`src/sha512_pkg.sv`:
```
package sha512_pkg;

  typedef struct packed {
    logic [63:0] message_word;
    logic [3:0]  valid_bytes;
    logic        last_word;
  } in_item_t;

  typedef struct packed {
    logic [63:0] digest_word;
    logic [2:0]  digest_index;
    logic        digest_last;
  } out_item_t;

  typedef enum logic [2:0] {
    ST_IDLE,
    ST_ROUND,
    ST_FOLD,
    ST_PAD,
    ST_EMIT
  } seq_state_e;

  localparam int unsigned Rounds = 80;

  localparam logic [63:0] IV [8] = '{
    64'h6a09e667f3bcc908, 64'hbb67ae8584caa73b, 64'h3c6ef372fe94f82b,
    64'ha54ff53a5f1d36f1, 64'h510e527fade682d1, 64'h9b05688c2b3e6c1f,
    64'h1f83d9abfb41bd6b, 64'h5be0cd19137e2179
  };

  localparam logic [63:0] KTab [80] = '{
    64'h428a2f98d728ae22, 64'h7137449123ef65cd, 64'hb5c0fbcfec4d3b2f, 64'he9b5dba58189dbbc,
    64'h3956c25bf348b538, 64'h59f111f1b605d019, 64'h923f82a4af194f9b, 64'hab1c5ed5da6d8118,
    64'hd807aa98a3030242, 64'h12835b0145706fbe, 64'h243185be4ee4b28c, 64'h550c7dc3d5ffb4e2,
    64'h72be5d74f27b896f, 64'h80deb1fe3b1696b1, 64'h9bdc06a725c71235, 64'hc19bf174cf692694,
    64'he49b69c19ef14ad2, 64'hefbe4786384f25e3, 64'h0fc19dc68b8cd5b5, 64'h240ca1cc77ac9c65,
    64'h2de92c6f592b0275, 64'h4a7484aa6ea6e483, 64'h5cb0a9dcbd41fbd4, 64'h76f988da831153b5,
    64'h983e5152ee66dfab, 64'ha831c66d2db43210, 64'hb00327c898fb213f, 64'hbf597fc7beef0ee4,
    64'hc6e00bf33da88fc2, 64'hd5a79147930aa725, 64'h06ca6351e003826f, 64'h142929670a0e6e70,
    64'h27b70a8546d22ffc, 64'h2e1b21385c26c926, 64'h4d2c6dfc5ac42aed, 64'h53380d139d95b3df,
    64'h650a73548baf63de, 64'h766a0abb3c77b2a8, 64'h81c2c92e47edaee6, 64'h92722c851482353b,
    64'ha2bfe8a14cf10364, 64'ha81a664bbc423001, 64'hc24b8b70d0f89791, 64'hc76c51a30654be30,
    64'hd192e819d6ef5218, 64'hd69906245565a910, 64'hf40e35855771202a, 64'h106aa07032bbd1b8,
    64'h19a4c116b8d2d0c8, 64'h1e376c085141ab53, 64'h2748774cdf8eeb99, 64'h34b0bcb5e19b48a8,
    64'h391c0cb3c5c95a63, 64'h4ed8aa4ae3418acb, 64'h5b9cca4f7763e373, 64'h682e6ff3d6b2b8a3,
    64'h748f82ee5defb2fc, 64'h78a5636f43172f60, 64'h84c87814a1f0ab72, 64'h8cc702081a6439ec,
    64'h90befffa23631e28, 64'ha4506cebde82bde9, 64'hbef9a3f7b2c67915, 64'hc67178f2e372532b,
    64'hca273eceea26619c, 64'hd186b8c721c0c207, 64'heada7dd6cde0eb1e, 64'hf57d4f7fee6ed178,
    64'h06f067aa72176fba, 64'h0a637dc5a2c898a6, 64'h113f9804bef90dae, 64'h1b710b35131c471b,
    64'h28db77f523047d84, 64'h32caab7b40c72493, 64'h3c9ebe0a15c9bebc, 64'h431d67c49c100d4c,
    64'h4cc5d4becb3e42b6, 64'h597f299cfc657e2a, 64'h5fcb6fab3ad6faec, 64'h6c44198c4a475817
  };

  function automatic logic [63:0] rotr(input logic [63:0] x, input int unsigned n);
    rotr = (x >> n) | (x << (64 - n));
  endfunction

endpackage

```
`src/sha512_sched.sv`:
```
module sha512_sched
  import sha512_pkg::*;
(
  input  logic [63:0] win_i [16],
  input  logic [6:0]  round_i,
  output logic [63:0] w_o
);
  logic [3:0]  t;
  logic [63:0] x2, x15, s0, s1;

  // The window is kept in place: slot t&15 holds W[t-16] until rewritten.
  always_comb begin
    t   = round_i[3:0];
    x2  = win_i[t - 4'd2];
    x15 = win_i[t - 4'd15];
    s1  = rotr(x2, 19) ^ rotr(x2, 61) ^ (x2 >> 6);
    s0  = rotr(x15, 1) ^ rotr(x15, 8) ^ (x15 >> 7);
    if (round_i < 7'd16) begin
      w_o = win_i[t];
    end else begin
      w_o = s1 + win_i[t - 4'd7] + s0 + win_i[t];
    end
  end
endmodule

```
`config.mk`:
```
export PLATFORM = sky130hd
export DESIGN_NAME = sha512_sched
export DESIGN_NICKNAME = d
export VERILOG_FILES = /design/src/sha512_pkg.sv /design/src/sha512_sched.sv
export SDC_FILE = /design/constraint.sdc
export NUM_CORES = 2
export LEC_CHECK = 0
export BUFFER_PORTS_ARGS = -buffer_cell sky130_fd_sc_hd__buf_4
export CELL_PAD_IN_SITES_DETAIL_PLACEMENT = 0
export CELL_PAD_IN_SITES_GLOBAL_PLACEMENT = 1
export CORE_AREA = 2 2 421 423
export DETAILED_ROUTE_END_ITERATION = 10
export DIE_AREA = 0 0 423 425
export PLACE_DENSITY = 0.47
export SYNTH_ARGS = -nofsm -noshare
export SYNTH_HDL_FRONTEND = slang
export SYNTH_SLANG_ARGS = --single-unit
```
`constraint.sdc`:
```
create_clock -name vclk -period 12.5
set_clock_uncertainty 0.15 [all_clocks]
set_input_delay 1.25 -clock vclk [all_inputs]
set_output_delay 1.25 -clock vclk [all_outputs]
set_load 0.005 [all_outputs]
```
==> Yosys cells after proc, flatten, opt, wreduce, memory -nomap -nowiden <==
Index checks and enable logic that the tools add are counted.
{ "word_totals": {"ff_bits": 0, "input_bits": 1031, "output_inout_bits": 64} }
{ "classes": {"add_sub_neg": 6, "n_lt_le_gt_ge": 5, "n_mux": 13, "bitwise": 12} }
{ "ops": {"columns": ["cell", "count"], "rows": [
  ["$bmux 64 s4", 4],
  ["$mux 64", 9],
  ["$add 64x64->64", 3],
  ["$xor 64x64->64", 2],
  ["$or 3x64->64", 1],
  ["$or 45x64->64", 1],
  ["$or 56x64->64", 1],
  ["$or 63x64->64", 1],
  ["$xor 64x57->64", 1],
  ["$xor 64x58->64", 1],
  ["$ge 5x5->1 const B", 4],
  ["$not 4->5", 4],
  ["$lt 7x5->1 const B", 1],
  ["$sub 4x2->4 const B", 1],
  ["$sub 4x3->4 const B", 1],
  ["$sub 4x4->4 const B", 1]
]} }

==> Longest topological paths before layout <==
{ "depth": {"ltp_word": 12, "ltp_mapped": 30} }

==> Least setup slack after synthesis <==
OpenSTA, ideal clock, no wires.
{ "synth_path": {"path_type": "input to output", "from": "input round_i[1]", "to": "output w_o[61]", "t_arrival_ns": 8.250, "t_required_ns": 11.100, "path_slack_ns": 2.850, "stages": 30, "path_buffers": 7, "cell_sequence": "buf_2 buf_2 buf_2 clkbuf_1 clkbuf_1 inv_1 ha_1 xor2_1 buf_2 buf_2 mux4_2 xnor2_1 xnor2_1 fa_1 inv_1 fa_1 inv_1 ha_1 inv_1 fa_1 nor2b_1 o31a_1 o31ai_1 a21oi_1 o21a_1 or4_1 a311o_1 a41oi_2 xor2_1 o21ai_1"} }
{ "synth_via": {"elab_chain_len": 12, "elab_cells_between_ends": 32} }
{ "synth_rtl": {"columns": ["item", "line_no", "source"], "rows": [
  ["from (decl)", "sha512_sched.sv:5", "input logic [6:0] round_i,"],
  ["$sub 4x2->4", "sha512_sched.sv:14", "x2 = win_i[t - 4'd2];"],
  ["$not 4->5 (not written as such)", "sha512_sched.sv:14", null],
  ["$bmux 64 s4", "sha512_sched.sv:14", null],
  ["$mux 64 (not written as such) (2 in a row)", "sha512_sched.sv:14", null],
  ["$or 45x64->64 / $or 3x64->64 (equally long branches)", "sha512_pkg.sv:55", "rotr = (x >> n) | (x << (64 - n));"],
  ["$xor 64x64->64", "sha512_sched.sv:16", "s1 = rotr(x2, 19) ^ rotr(x2, 61) ^ (x2 >> 6);"],
  ["$xor 64x58->64", "sha512_sched.sv:16", null],
  ["$add 64x64->64 (3 in a row)", "sha512_sched.sv:21", "w_o = s1 + win_i[t - 4'd7] + s0 + win_i[t];"],
  ["$mux 64 (*)", "sha512_sched.sv:18", "if (round_i < 7'd16) begin"],
  ["to (decl)", "sha512_sched.sv:6", "output logic [63:0] w_o"]
]} }
Mark *: on every way between the ends. The rest lies on a longest branch, timed or not. The select of a mux whose other input is x is not followed.

==> Worst setup path in the final report <==
{ "layout_path": {"from": "input round_i[1]", "to": "output w_o[35]"} }
Same word-level chain as after synthesis.

==> flow_summary.json <==
{
  "outcome": "completed",
  "mappedNetlistArea_um2": 34330,
  "dieArea_um2": 179800,
  "rsz0062_at_grt": "false",
  "rows": 154,
  "critPathMaxFanout": 50,
  "cap_violations": 0,
  "port_buffers": 1095,
  "nClkBuffers": 0,
  "crit_end": "w_o[35]",
  "slew_headroom_pct": 29.21,
  "cts_resized": 0,
  "gp_congestion": 0.9605,
  "nNetsFinal": 4709,
  "drc_errors": 0,
  "grt_pass1_wl_um": 316400,
  "yosysSeqAreaShare_pct": 0,
  "synthTopCellsByArea": "mux4_2, fa_1, xnor2_1",
  "grt_max_degree": 158,
  "synth.avg_cell_area_um2": 13.22,
  "critical-path-max-stage-delay_ps": 810,
  "worst-path-stages": 25,
  "ys_warn_count": 0,
  "syn-num-nets": 3819,
  "dr_wl_met2_um": 117900,
  "regArea_um2": 0,
  "initial_core_util_pct": 19.58,
  "cp_top_family": "compound AO/OA/AOI/OAI gates",
  "synth_largest_area_cell": "mux4_2",
  "route.met3.wl_um": 22780,
  "drive_above_1_share_pct": 62.60,
  "crit_type": "in -> out",
  "fin_crit_ps": 10780,
  "core_area_um2": 175300,
  "vias_per_cell": 5.746,
  "tns_ps": 0,
  "wire_per_inst_um": 41.28,
  "wl_met1_um": 94530,
  "vias": 33870,
  "highest_layer": "met5",
  "hold_class": "in -> out",
  "yosysMostFrequentCell": "mux4_2",
  "worst_slew_pin_slew_ps": 1062,
  "synth_top_area_share_pct": 66.53,
  "post_cts_buffers": 0,
  "wirelength_um": 243400,
  "overflow": 0,
  "synth_common_cells": "mux4_2, inv_1, xnor2_1",
  "dieHeight_um": 425,
  "report.final.slew_viol_count": 0,
  "cpMaxStageDelayCell": "o31ai_1",
  "dp_hpwl_um": 213900,
  "grt_antenna_before_repair": 147,
  "syn_inst": 2596,
  "firstDrtPassIters": 7,
  "cp_num_buf_inv": 6,
  "drt_first_iter_violations": 3901,
  "endpoint_kind": "output port",
  "start_kind": "input port",
  "startpoint": "round_i[1]",
  "post-route-period-util_pct": 86.28,
  "grt_pass1_vias": 32950,
  "ctsHoldBuffers": 0,
  "synth_cell_types": 59,
  "track_usage_pct": 25.92,
  "seq_cells": 0,
  "fill_cells": 18700,
  "fp.dieW_um": 423,
  "area_growth_pct": 31.30,
  "cp_data_arrival_time_ps": 9380,
  "fmax_mhz": 92.73,
  "finalSetupViolations": 0,
  "detail-route-antenna-nets": 0,
  "hold_violations": 0,
  "worst_ep_required_time_ps": 11100,
  "pin_count": 1095
}
## worst min path at each step
| stage | to | slack (ps) | start | cells after the start |
|---|---|---|---|---|
| final | w_o[57] | 3140 | round_i[5] | 6 |
| after global routing | w_o[57] | 3190 | round_i[5] | 5 |
| after CTS | w_o[57] | 3190 | round_i[5] | 6 |
| after detailed placement | w_o[57] | 3180 | round_i[5] | 6 |
| after global placement | w_o[57] | 3190 | round_i[5] | 6 |
| after floorplan | w_o[5] | 2690 | round_i[5] | 3 |
## layout make-up
| cell class | count | area (um^2) | share of cell area, % |
|---|---|---|---|
| Antenna cell | 71 | 177.7 | 0.3942 |
| Inverter | 287 | 1082 | 2.401 |
| Multi-Input combinational cell | 2048 | 32070 | 71.15 |
| Timing Repair Buffer | 1149 | 8816 | 19.56 |
| Tap cell | 2340 | 2928 | 6.496 |
## cell families after synthesis
group	count (synthesis)	synth area share, %
compound gates	279	5.008
xor+xnor	309	7.884
fa+ha+maj	192	9.754
buf+inv	548	6.867
mux	1025	67.23
simple gates	243	3.259
## layout by cell type (no fill, tap or decap), drive strengths merged, types with 3 or more instances in the layout
master / n
mux2i: 3
a21o: 37
o31ai: 8
and2: 11
o211ai: 7
nand2b: 8
xnor2: 271
fa: 126
or2: 4
nand4: 12
nor3: 11
a211oi: 9
and3: 6
ha: 66
nor2: 82
nand2: 68
nand3: 17
mux4: 1022
or3: 4
o21bai: 8
nor2b: 13
inv: 287
a31oi: 7
o21ai: 59
a21oi: 110
buf: 1149
xor2: 38
o21a: 9
diode: 71
a21boi: 4
## tightest hold or removal path: cells and delay by family
family	cells	cell delay (ps)
buffers and inverters	3	530
AO/OA/AOI/OAI	1	60
AND/OR/NAND/NOR	2	190
## per-layer routing
| metal | track usage, % | vias up |
|---|---|---|
| met4 | 7.770 | 88 |
| met2 | 42.73 | 2250 |
| met1 | 32.84 | 18480 |
| li1 | - | 12700 |
| met3 | 7.431 | 355 |
| met5 | 0 | - |
## stage by stage
stage | hold WS [ps] | area, um^2 | std cells | setup slack (ps) | util, %
finish | 3139 | 45070 | 5895 | 1716 | 25.71
global route | 3189 | 45010 | 5871 | 1350 | 25.67
CTS | 3187 | 44890 | 5824 | 1557 | 25.60
detailed placement | 3185 | 44890 | 5824 | 1560 | 25.60
global placement | 3192 | 44890 | 5824 | 1605 | 25.60
floorplan | 2686 | 34330 | 2596 | 2850 | -
Power is left out: the tool's default activity adds up to more than one toggle a clock period on the data nets, which glitch-free logic cannot reach.
