[config.mk]
export PLATFORM = sky130hd
export DESIGN_NAME = sha512_round
export DESIGN_NICKNAME = d
export VERILOG_FILES = /design/src/sha512_pkg.sv /design/src/sha512_round.sv
export SDC_FILE = /design/constraint.sdc
export NUM_CORES = 1
export LEC_CHECK = 0
export ABC_AREA = 1
export BUFFER_PORTS_ARGS = -buffer_cell sky130_fd_sc_hd__buf_4
export CAP_MARGIN = 20
export CORE_AREA = 2 2 443 445
export DETAILED_ROUTE_END_ITERATION = 6
export DIE_AREA = 0 0 445 447
export PLACE_DENSITY_LB_ADDON = 0.1
export SETUP_SLACK_MARGIN = 0.4
export SLEW_MARGIN = 10
export SYNTH_ARGS = -nofsm -noshare
export SYNTH_HDL_FRONTEND = slang
export SYNTH_SLANG_ARGS = --single-unit
[constraint.sdc]
create_clock -name vclk -period 10.35
set_clock_uncertainty 0.2 [all_clocks]
set_input_delay 2.5875 -clock vclk [all_inputs]
set_output_delay 2.5875 -clock vclk [all_outputs]
set_load 0.01 [all_outputs]
[src/sha512_pkg.sv]
package sha512_pkg;

  typedef struct packed {
    logic [63:0] message_word;
    logic [3:0]  valid_bytes;
    logic        last_word;
  } in_item_t;

  typedef struct packed {
    logic [63:0] digest_word;
    logic [2:0]  digest_index;
    logic        digest_last;
  } out_item_t;

  typedef enum logic [2:0] {
    ST_IDLE,
    ST_ROUND,
    ST_FOLD,
    ST_PAD,
    ST_EMIT
  } seq_state_e;

  localparam int unsigned Rounds = 80;

  localparam logic [63:0] IV [8] = '{
    64'h6a09e667f3bcc908, 64'hbb67ae8584caa73b, 64'h3c6ef372fe94f82b,
    64'ha54ff53a5f1d36f1, 64'h510e527fade682d1, 64'h9b05688c2b3e6c1f,
    64'h1f83d9abfb41bd6b, 64'h5be0cd19137e2179
  };

  localparam logic [63:0] KTab [80] = '{
    64'h428a2f98d728ae22, 64'h7137449123ef65cd, 64'hb5c0fbcfec4d3b2f, 64'he9b5dba58189dbbc,
    64'h3956c25bf348b538, 64'h59f111f1b605d019, 64'h923f82a4af194f9b, 64'hab1c5ed5da6d8118,
    64'hd807aa98a3030242, 64'h12835b0145706fbe, 64'h243185be4ee4b28c, 64'h550c7dc3d5ffb4e2,
    64'h72be5d74f27b896f, 64'h80deb1fe3b1696b1, 64'h9bdc06a725c71235, 64'hc19bf174cf692694,
    64'he49b69c19ef14ad2, 64'hefbe4786384f25e3, 64'h0fc19dc68b8cd5b5, 64'h240ca1cc77ac9c65,
    64'h2de92c6f592b0275, 64'h4a7484aa6ea6e483, 64'h5cb0a9dcbd41fbd4, 64'h76f988da831153b5,
    64'h983e5152ee66dfab, 64'ha831c66d2db43210, 64'hb00327c898fb213f, 64'hbf597fc7beef0ee4,
    64'hc6e00bf33da88fc2, 64'hd5a79147930aa725, 64'h06ca6351e003826f, 64'h142929670a0e6e70,
    64'h27b70a8546d22ffc, 64'h2e1b21385c26c926, 64'h4d2c6dfc5ac42aed, 64'h53380d139d95b3df,
    64'h650a73548baf63de, 64'h766a0abb3c77b2a8, 64'h81c2c92e47edaee6, 64'h92722c851482353b,
    64'ha2bfe8a14cf10364, 64'ha81a664bbc423001, 64'hc24b8b70d0f89791, 64'hc76c51a30654be30,
    64'hd192e819d6ef5218, 64'hd69906245565a910, 64'hf40e35855771202a, 64'h106aa07032bbd1b8,
    64'h19a4c116b8d2d0c8, 64'h1e376c085141ab53, 64'h2748774cdf8eeb99, 64'h34b0bcb5e19b48a8,
    64'h391c0cb3c5c95a63, 64'h4ed8aa4ae3418acb, 64'h5b9cca4f7763e373, 64'h682e6ff3d6b2b8a3,
    64'h748f82ee5defb2fc, 64'h78a5636f43172f60, 64'h84c87814a1f0ab72, 64'h8cc702081a6439ec,
    64'h90befffa23631e28, 64'ha4506cebde82bde9, 64'hbef9a3f7b2c67915, 64'hc67178f2e372532b,
    64'hca273eceea26619c, 64'hd186b8c721c0c207, 64'heada7dd6cde0eb1e, 64'hf57d4f7fee6ed178,
    64'h06f067aa72176fba, 64'h0a637dc5a2c898a6, 64'h113f9804bef90dae, 64'h1b710b35131c471b,
    64'h28db77f523047d84, 64'h32caab7b40c72493, 64'h3c9ebe0a15c9bebc, 64'h431d67c49c100d4c,
    64'h4cc5d4becb3e42b6, 64'h597f299cfc657e2a, 64'h5fcb6fab3ad6faec, 64'h6c44198c4a475817
  };

  function automatic logic [63:0] rotr(input logic [63:0] x, input int unsigned n);
    rotr = (x >> n) | (x << (64 - n));
  endfunction

endpackage

[src/sha512_round.sv]
module sha512_round
  import sha512_pkg::*;
(
  input  logic [63:0] vars_i [8],
  input  logic [63:0] w_i,
  input  logic [63:0] k_i,
  output logic [63:0] vars_o [8]
);
  logic [63:0] t1, t2, a, b, c, e, f, g;

  always_comb begin
    a = vars_i[0];
    b = vars_i[1];
    c = vars_i[2];
    e = vars_i[4];
    f = vars_i[5];
    g = vars_i[6];
    t1 = vars_i[7] + (rotr(e, 14) ^ rotr(e, 18) ^ rotr(e, 41))
       + ((e & f) ^ (~e & g)) + k_i + w_i;
    t2 = (rotr(a, 28) ^ rotr(a, 34) ^ rotr(a, 39)) + ((a & b) ^ (a & c) ^ (b & c));
    vars_o[7] = g;
    vars_o[6] = f;
    vars_o[5] = e;
    vars_o[4] = vars_i[3] + t1;
    vars_o[3] = c;
    vars_o[2] = b;
    vars_o[1] = a;
    vars_o[0] = t1 + t2;
  end
endmodule

# After elaboration in Yosys (flattened, before gate mapping)
# Cells that the tools add are included.
totals:
  ff_bits: 0
  latch_bits: 0
  ramBits: 0
  mem_bits_ro: 0
  input_bits: 640
  output_inout_bits: 512
  elab_cells: 26
  mem_count: 0
classes:
  n_addsub: 7
  n_mul: 0
  div_mod_pow: 0
  magnitude_cmp: 0
  n_eq_ne: 0
  n_shift: 0
  n_mux: 0
  bitwise_logic: 19
  n_reduce_logical: 0
ops:
  columns: ["op", "count"]
  rows:
  - ["adder 64 bit", 7]
  - ["XOR 64 bit", 7]
  - ["bitwise AND 64 bit", 5]
  - ["NOT 64 bit", 1]
  - ["bitwise OR 23 x 64 -> 64 bit", 1]
  - ["bitwise OR 25 x 64 -> 64 bit", 1]
  - ["bitwise OR 30 x 64 -> 64 bit", 1]
  - ["bitwise OR 36 x 64 -> 64 bit", 1]
  - ["bitwise OR 46 x 64 -> 64 bit", 1]
  - ["bitwise OR 50 x 64 -> 64 bit", 1]

# Depth between registers and ports, before layout
# Gate-level depths: netlist of run 1.
logic_depth:
  depth_word: 8
  ltp_mapped: 37
  depth_no_buf: 37

# Worst setup path before layout of run 1
# Ideal clock, no wire load.
synth_path:
  path_type: "input to output"
  startpoint: "in vars_i[1] (netlist name)"
  endpoint: "out vars_o[494] (netlist name)"
  t_arrival_ns: 7.701
  required_time_ns: 7.562
  path_slack_ns: -0.139
  cell_stages: 31
  path_buffers: 0
  cell_sequence: "inv_1 fa_1 fa_1 inv_1 fa_1 ha_1 fa_1 nand2_1 inv_1 a21oi_1 inv_1 nand3b_1 nand3_2 nand2_1 nand2_2 nand2_1 nand2_2 xor2_2 inv_2 fa_1 inv_1 ha_1 nand2_1 nor2_1 inv_1 nor2_1 inv_1 nor2_1 nand4_1 o21ai_1 xor2_1"
synth_lines:
  columns: ["element", "line", "text"]
  rows:
  - ["start: declaration", "sha512_round.sv:4", "input logic [63:0] vars_i [8],"]
  - ["end: declaration", "sha512_round.sv:7", "output logic [63:0] vars_o [8]"]

==> impl_metrics.tcl, run 1 <==
set metrics [dict create \
    grt-ovfl-total 0 \
    grt_start_max_net_pins 7 \
    max_stage_delay_ns 0.59 \
    fmax_ghz 0.0886 \
    synth_top_cells_by_area "fa_1, inv_1, buf_4" \
    crit_slowest_cell "fa_1" \
    tns_ns -60.57 \
    whs_endpoint "vars_o[115]" \
    synth_top_area_share_pct 18.2 \
    pin_count 1152 \
    status "finished with violations" \
    crit_top_cell "inv_2" \
    grt_pass1_vias 36500 \
    slew_violations 0 \
    hpwl_um 216000 \
    violations "setup timing" \
    antenna_found_initial 40 \
    routed_via_density 3.92 \
    setup_ws_ns -0.942 \
    num_rows 162 \
    syn_inst 4278 \
    drive_gt1_share_pct 63.2 \
    place_inst 8762 \
    final-seq-area_um2 0 \
    setup_violations 100 \
    netlist_area_um2 27800 \
    clkbuf_count 0 \
    hold_buffers 0 \
    portBuffers 1152 \
    cp.arrival_ns 8.50 \
    hold_viol 0 \
    drt-initial-drc-count 1424 \
    seq_cell_count 0 \
    synth_nets 5360 \
    synth_top_area_cell "fa_1" \
    drt-total-wl_um 231000 \
    synth_warnings 0 \
    coreArea_um2 194000 \
    drv_cap 0 \
    critical_path.startpoint_type "input pin" \
    placed_cell_area_um2 46900 \
    crit_required_ns 7.56 \
    yosysSeqAreaShare_pct 0 \
    dr.pass1.iters 5 \
    grt_setup_unrepaired "yes" \
    drc 0 \
    syn_avg_cell_area_um2 6.50 \
    dieArea_um2 199000 \
    grt_first_pass_wirelength_um 302000 \
    min_path_type "in2out" \
    start_util_pct 14.3 \
    grt_usage_pct 22.1 \
    whs_ns 5.16 \
    final_cells 8962 \
    post-route-min-period_ns 11.29 \
    finalCritPeriodShare_pct 109 \
    yosysUniqueCellTypes 56 \
    die_w_um 445 \
    critPathKind "in2out" \
    die_h_um 447 \
    wl_per_cell_um 25.8 \
    vias 35100 \
    gp_congestion 0.904 \
    endpoint_kind "output pin" \
    worst-path-max-fanout 4 \
    slew_headroom_pct 35.3 \
    hold_start "vars_i[179]" \
    final_area_um2 56300 \
    hold_path_depth 2 \
    ant_nets 0 \
    worst_slew_pin_slew_ns 0.967 \
    fin_nets 7491 \
    area_delta_synth_final_pct 103 \
]
==> worst max-delay path: cells and delay by family <==
kind                       cells  cell delay (ns)
buffers and inverters         13             1.27
xor gates and xnor gates       2             0.45
and+or+nand+nor               14             1.41
adders and majority gates      6             2.74
==> what timing repair did <==
action,in CTS,in global routing
resized for setup,703,1308
pin swaps,189,484
hold endpoints to repair,0,0
setup endpoints to repair,116,117
setup buffers,63,124
==> metrics by stage <==
stage | worst slack (ns) | util (%)
after detailed placement | -1.89 | 24.2
after global placement | -1.85 | 24.2
after floorplan | 0.196 | -
final | -0.942 | 29.0
after global routing | -1.15 | 29.0
after CTS | -1.03 | 25.8
==> area by class of cell <==
cell class,count,area [um2]
antenna,13,32.5
timing repair buffer,2541,20300
multi-input combinational,2952,29300
fill,21600,138000
tap,2542,3180
inverter,914,3550
==> placed cells by master (no fill, tap or decap), types with 69 or more instances in the layout <==
cell	instances
a21oi_1	155
a21oi_2	102
a21oi_4	73
buf_4	2281
buf_6	233
fa_1	228
ha_4	119
inv_1	685
inv_2	191
nand2_1	387
nand2_2	228
nand2_4	80
nand3_1	101
nor2_1	152
nor2_2	96
nor2_4	163
o21bai_1	69
xnor2_1	141
xor2_1	173
==> worst max-delay path by stage <==
stage / from / end / slack, ns
after CTS: k_i[13] / vars_o[495] / -1.03
after global placement: vars_i[27] / vars_o[494] / -1.85
final: vars_i[11] / vars_o[493] / -0.94
after detailed placement: vars_i[11] / vars_o[255] / -1.89
after floorplan: vars_i[32] / vars_o[498] / 0.20
after global routing: vars_i[17] / vars_o[510] / -1.15
==> cell families (layout without fill, tap and decap cells) <==
kind of cell / after synthesis / after routing / share of synthesized area, %
mux: 63 / 63 / 2.54
xor+xnor: 406 / 406 / 12.8
compound gates: 657 / 657 / 13.7
buf+inv: 1326 / 3455 / 23.1
simple gates: 1380 / 1380 / 21.0
fa+ha+maj: 446 / 446 / 26.9
other cells: 0 / 13 / 0
==> cell usage after synthesis, types with 4 or more instances <==
library cell  instances
fa_1                253
and3_1                4
o211ai_1              7
o21a_1               18
nand3b_1             11
nor4_1               11
o21ai_0             134
a21oi_1             320
xnor2_1             162
nor2_2               19
mux2_2               61
nand2_2              18
a21oi_2               9
xor2_1              243
o21ai_2               6
ha_1                189
inv_1               901
inv_2                13
nand2_1             687
nand3_2               7
o21bai_1             88
maj3_1                4
nor3_1               26
a21boi_0              8
a21o_1               22
nor2_1              389
nor3_2                8
clkbuf_1             25
nand4_1              43
o21ai_1              19
a31oi_1               9
nand3_1             143
buf_4               384
==> per-layer routing <==
metal	track usage [%]	share of wire (%)
met4	3.11	2.0
met1	26.3	41
met3	1.60	3.0
met2	43.3	54
met5	0	0.0056
Power of run 1 is not shown: default switching activity piles up to over one toggle a cycle in this logic, so the estimate is an artifact.
==> run 2: changes to the inputs <==
--- a/config.mk
+++ b/config.mk
@@ -8,6 +8,8 @@
 export ABC_AREA = 1
 export BUFFER_PORTS_ARGS = -buffer_cell sky130_fd_sc_hd__buf_4
 export CAP_MARGIN = 20
+export CELL_PAD_IN_SITES_DETAIL_PLACEMENT = 1
+export CELL_PAD_IN_SITES_GLOBAL_PLACEMENT = 1
 export CORE_AREA = 2 2 443 445
 export DETAILED_ROUTE_END_ITERATION = 6
 export DIE_AREA = 0 0 445 447
==> run 2 against run 1 <==
Compared with the run above: the run still ends with setup timing left; cell area shrank 1.8%; die area is the same; worst setup slack lost 0.13 ns; cell count is essentially flat; maximum frequency shrank 1.1%; non-clock buffer count shrank 1; utilization shrank 0.52 points; critical path depth shrank 3; sequential share of layout area is the same; largest cell class unchanged; highest routed layer unchanged.
==> impl_metrics.tcl, run 2 (synthesis gave the netlist of run 1 again) <==
set metrics [dict create \
    status "finished with violations" \
    violations "setup timing" \
    mostFrequentLayoutCells "buf_4, inv_1, nand2_1, fa_1, buf_6" \
    worst_slew_pin_slew_ns 0.932 \
    drc 0 \
    slew_violations 0 \
    endpoint_kind "output pin" \
    final-seq-area_um2 0 \
    wl_met1_um 99000 \
    drive_gt1_share_pct 61.1 \
    dieArea_um2 199000 \
    routed_via_density 3.93 \
    fmax_ghz 0.0876 \
    tns_ns -72.63 \
    wl_per_cell_um 26.3 \
    start_util_pct 14.3 \
    drt-initial-drc-count 1291 \
    area_delta_synth_final_pct 99.0 \
    placed_cell_area_um2 46700 \
    coreArea_um2 194000 \
    vias 35200 \
    clkbuf_count 0 \
    min_path_type "in2out" \
    whs_ns 5.16 \
    crit_top_cell "buf_6" \
    multi_input_area_um2 28500 \
    finalCritPeriodShare_pct 110 \
    dr.pass1.iters 5 \
    cp.arrival_ns 8.63 \
    grt_first_pass_wirelength_um 312000 \
    grt_usage_pct 22.7 \
    hold_buffers 0 \
    hpwl_um 220000 \
    hold_viol 0 \
    grt_pass1_vias 38300 \
    worst-path-max-fanout 3 \
    grt_setup_unrepaired "yes" \
    fin_nets 7490 \
    drv_cap 0 \
    critPathKind "in2out" \
    setup_violations 106 \
    max_stage_delay_ns 0.60 \
    post-route-min-period_ns 11.42 \
    antenna_found_initial 33 \
    layout_commonest_cell "buf_4" \
    setup_ws_ns -1.07 \
    portBuffers 1152 \
    num_rows 162 \
    gp_congestion 0.898 \
    critical_path.startpoint_type "input pin" \
    crit_required_ns 7.56 \
    pin_count 1152 \
    drt-total-wl_um 236000 \
    wl_met3_um 6420 \
    grt-ovfl-total 0 \
    final_area_um2 55300 \
    final.fill_count 23300 \
    seq_cell_count 0 \
    slew_headroom_pct 37.7 \
    die_h_um 447 \
    met2_wirelength_um 125000 \
    grt_start_max_net_pins 7 \
    pre_cts_slack_ns -1.67 \
    die_w_um 445 \
    ant_nets 0 \
    highest_layer "met5" \
    crit_slowest_cell "fa_1" \
]
## run 2: cell count changes in the layout (fill, tap and decap cells not counted), sizes merged
cell and delta:
clkinvlp +9, inv -8, buf -1, clkinv -1, diode -1
## run 2: path summary, 6_finish.rpt
path / to / startpoint / slack, ns / cells past startpoint
setup / recovery: vars_o[491] / k_i[11] / -1.07 / 32
hold / removal: vars_o[38] / vars_i[102] / 5.16 / 2
## run 2: stage by stage
step / std cells / util (%)
floorplan: 4278 / -
global placement: 8743 / 24.1
detailed placement: 8743 / 24.1
CTS: 8875 / 27.2
global route: 8955 / 28.5
finish: 8960 / 28.5
## run 2: routing by layer
layer	vias to the layer above	GRT usage [%]
li1	17100	-
met1	17200	27.5
met2	770	43.6
met3	134	1.81
met4	6	3.74
met5	-	0
## run 2: final cells by class
type                       instances  share of cell area, %
antenna                           12                 0.0543
inverter                         914                   6.41
multi-input combinational       2952                   51.4
tap                             2542                   5.75
timing repair buffer            2540                   36.4
## run 2: timing repair
action / CTS / global route
pin swaps: 376 / 318
gates resized for setup: 1258 / 497
setup endpoints to repair: 115 / 116
buffers inserted: 132 / 73
## run 2: critical path, delay by kind of cell
family          cells  cell delay [ns]
fa+ha+maj           6             2.70
xor+xnor            2             0.38
compound gates      7             1.17
simple gates        6             0.55
buf+inv            11             1.21
Power of run 2 is left out for the same reason.
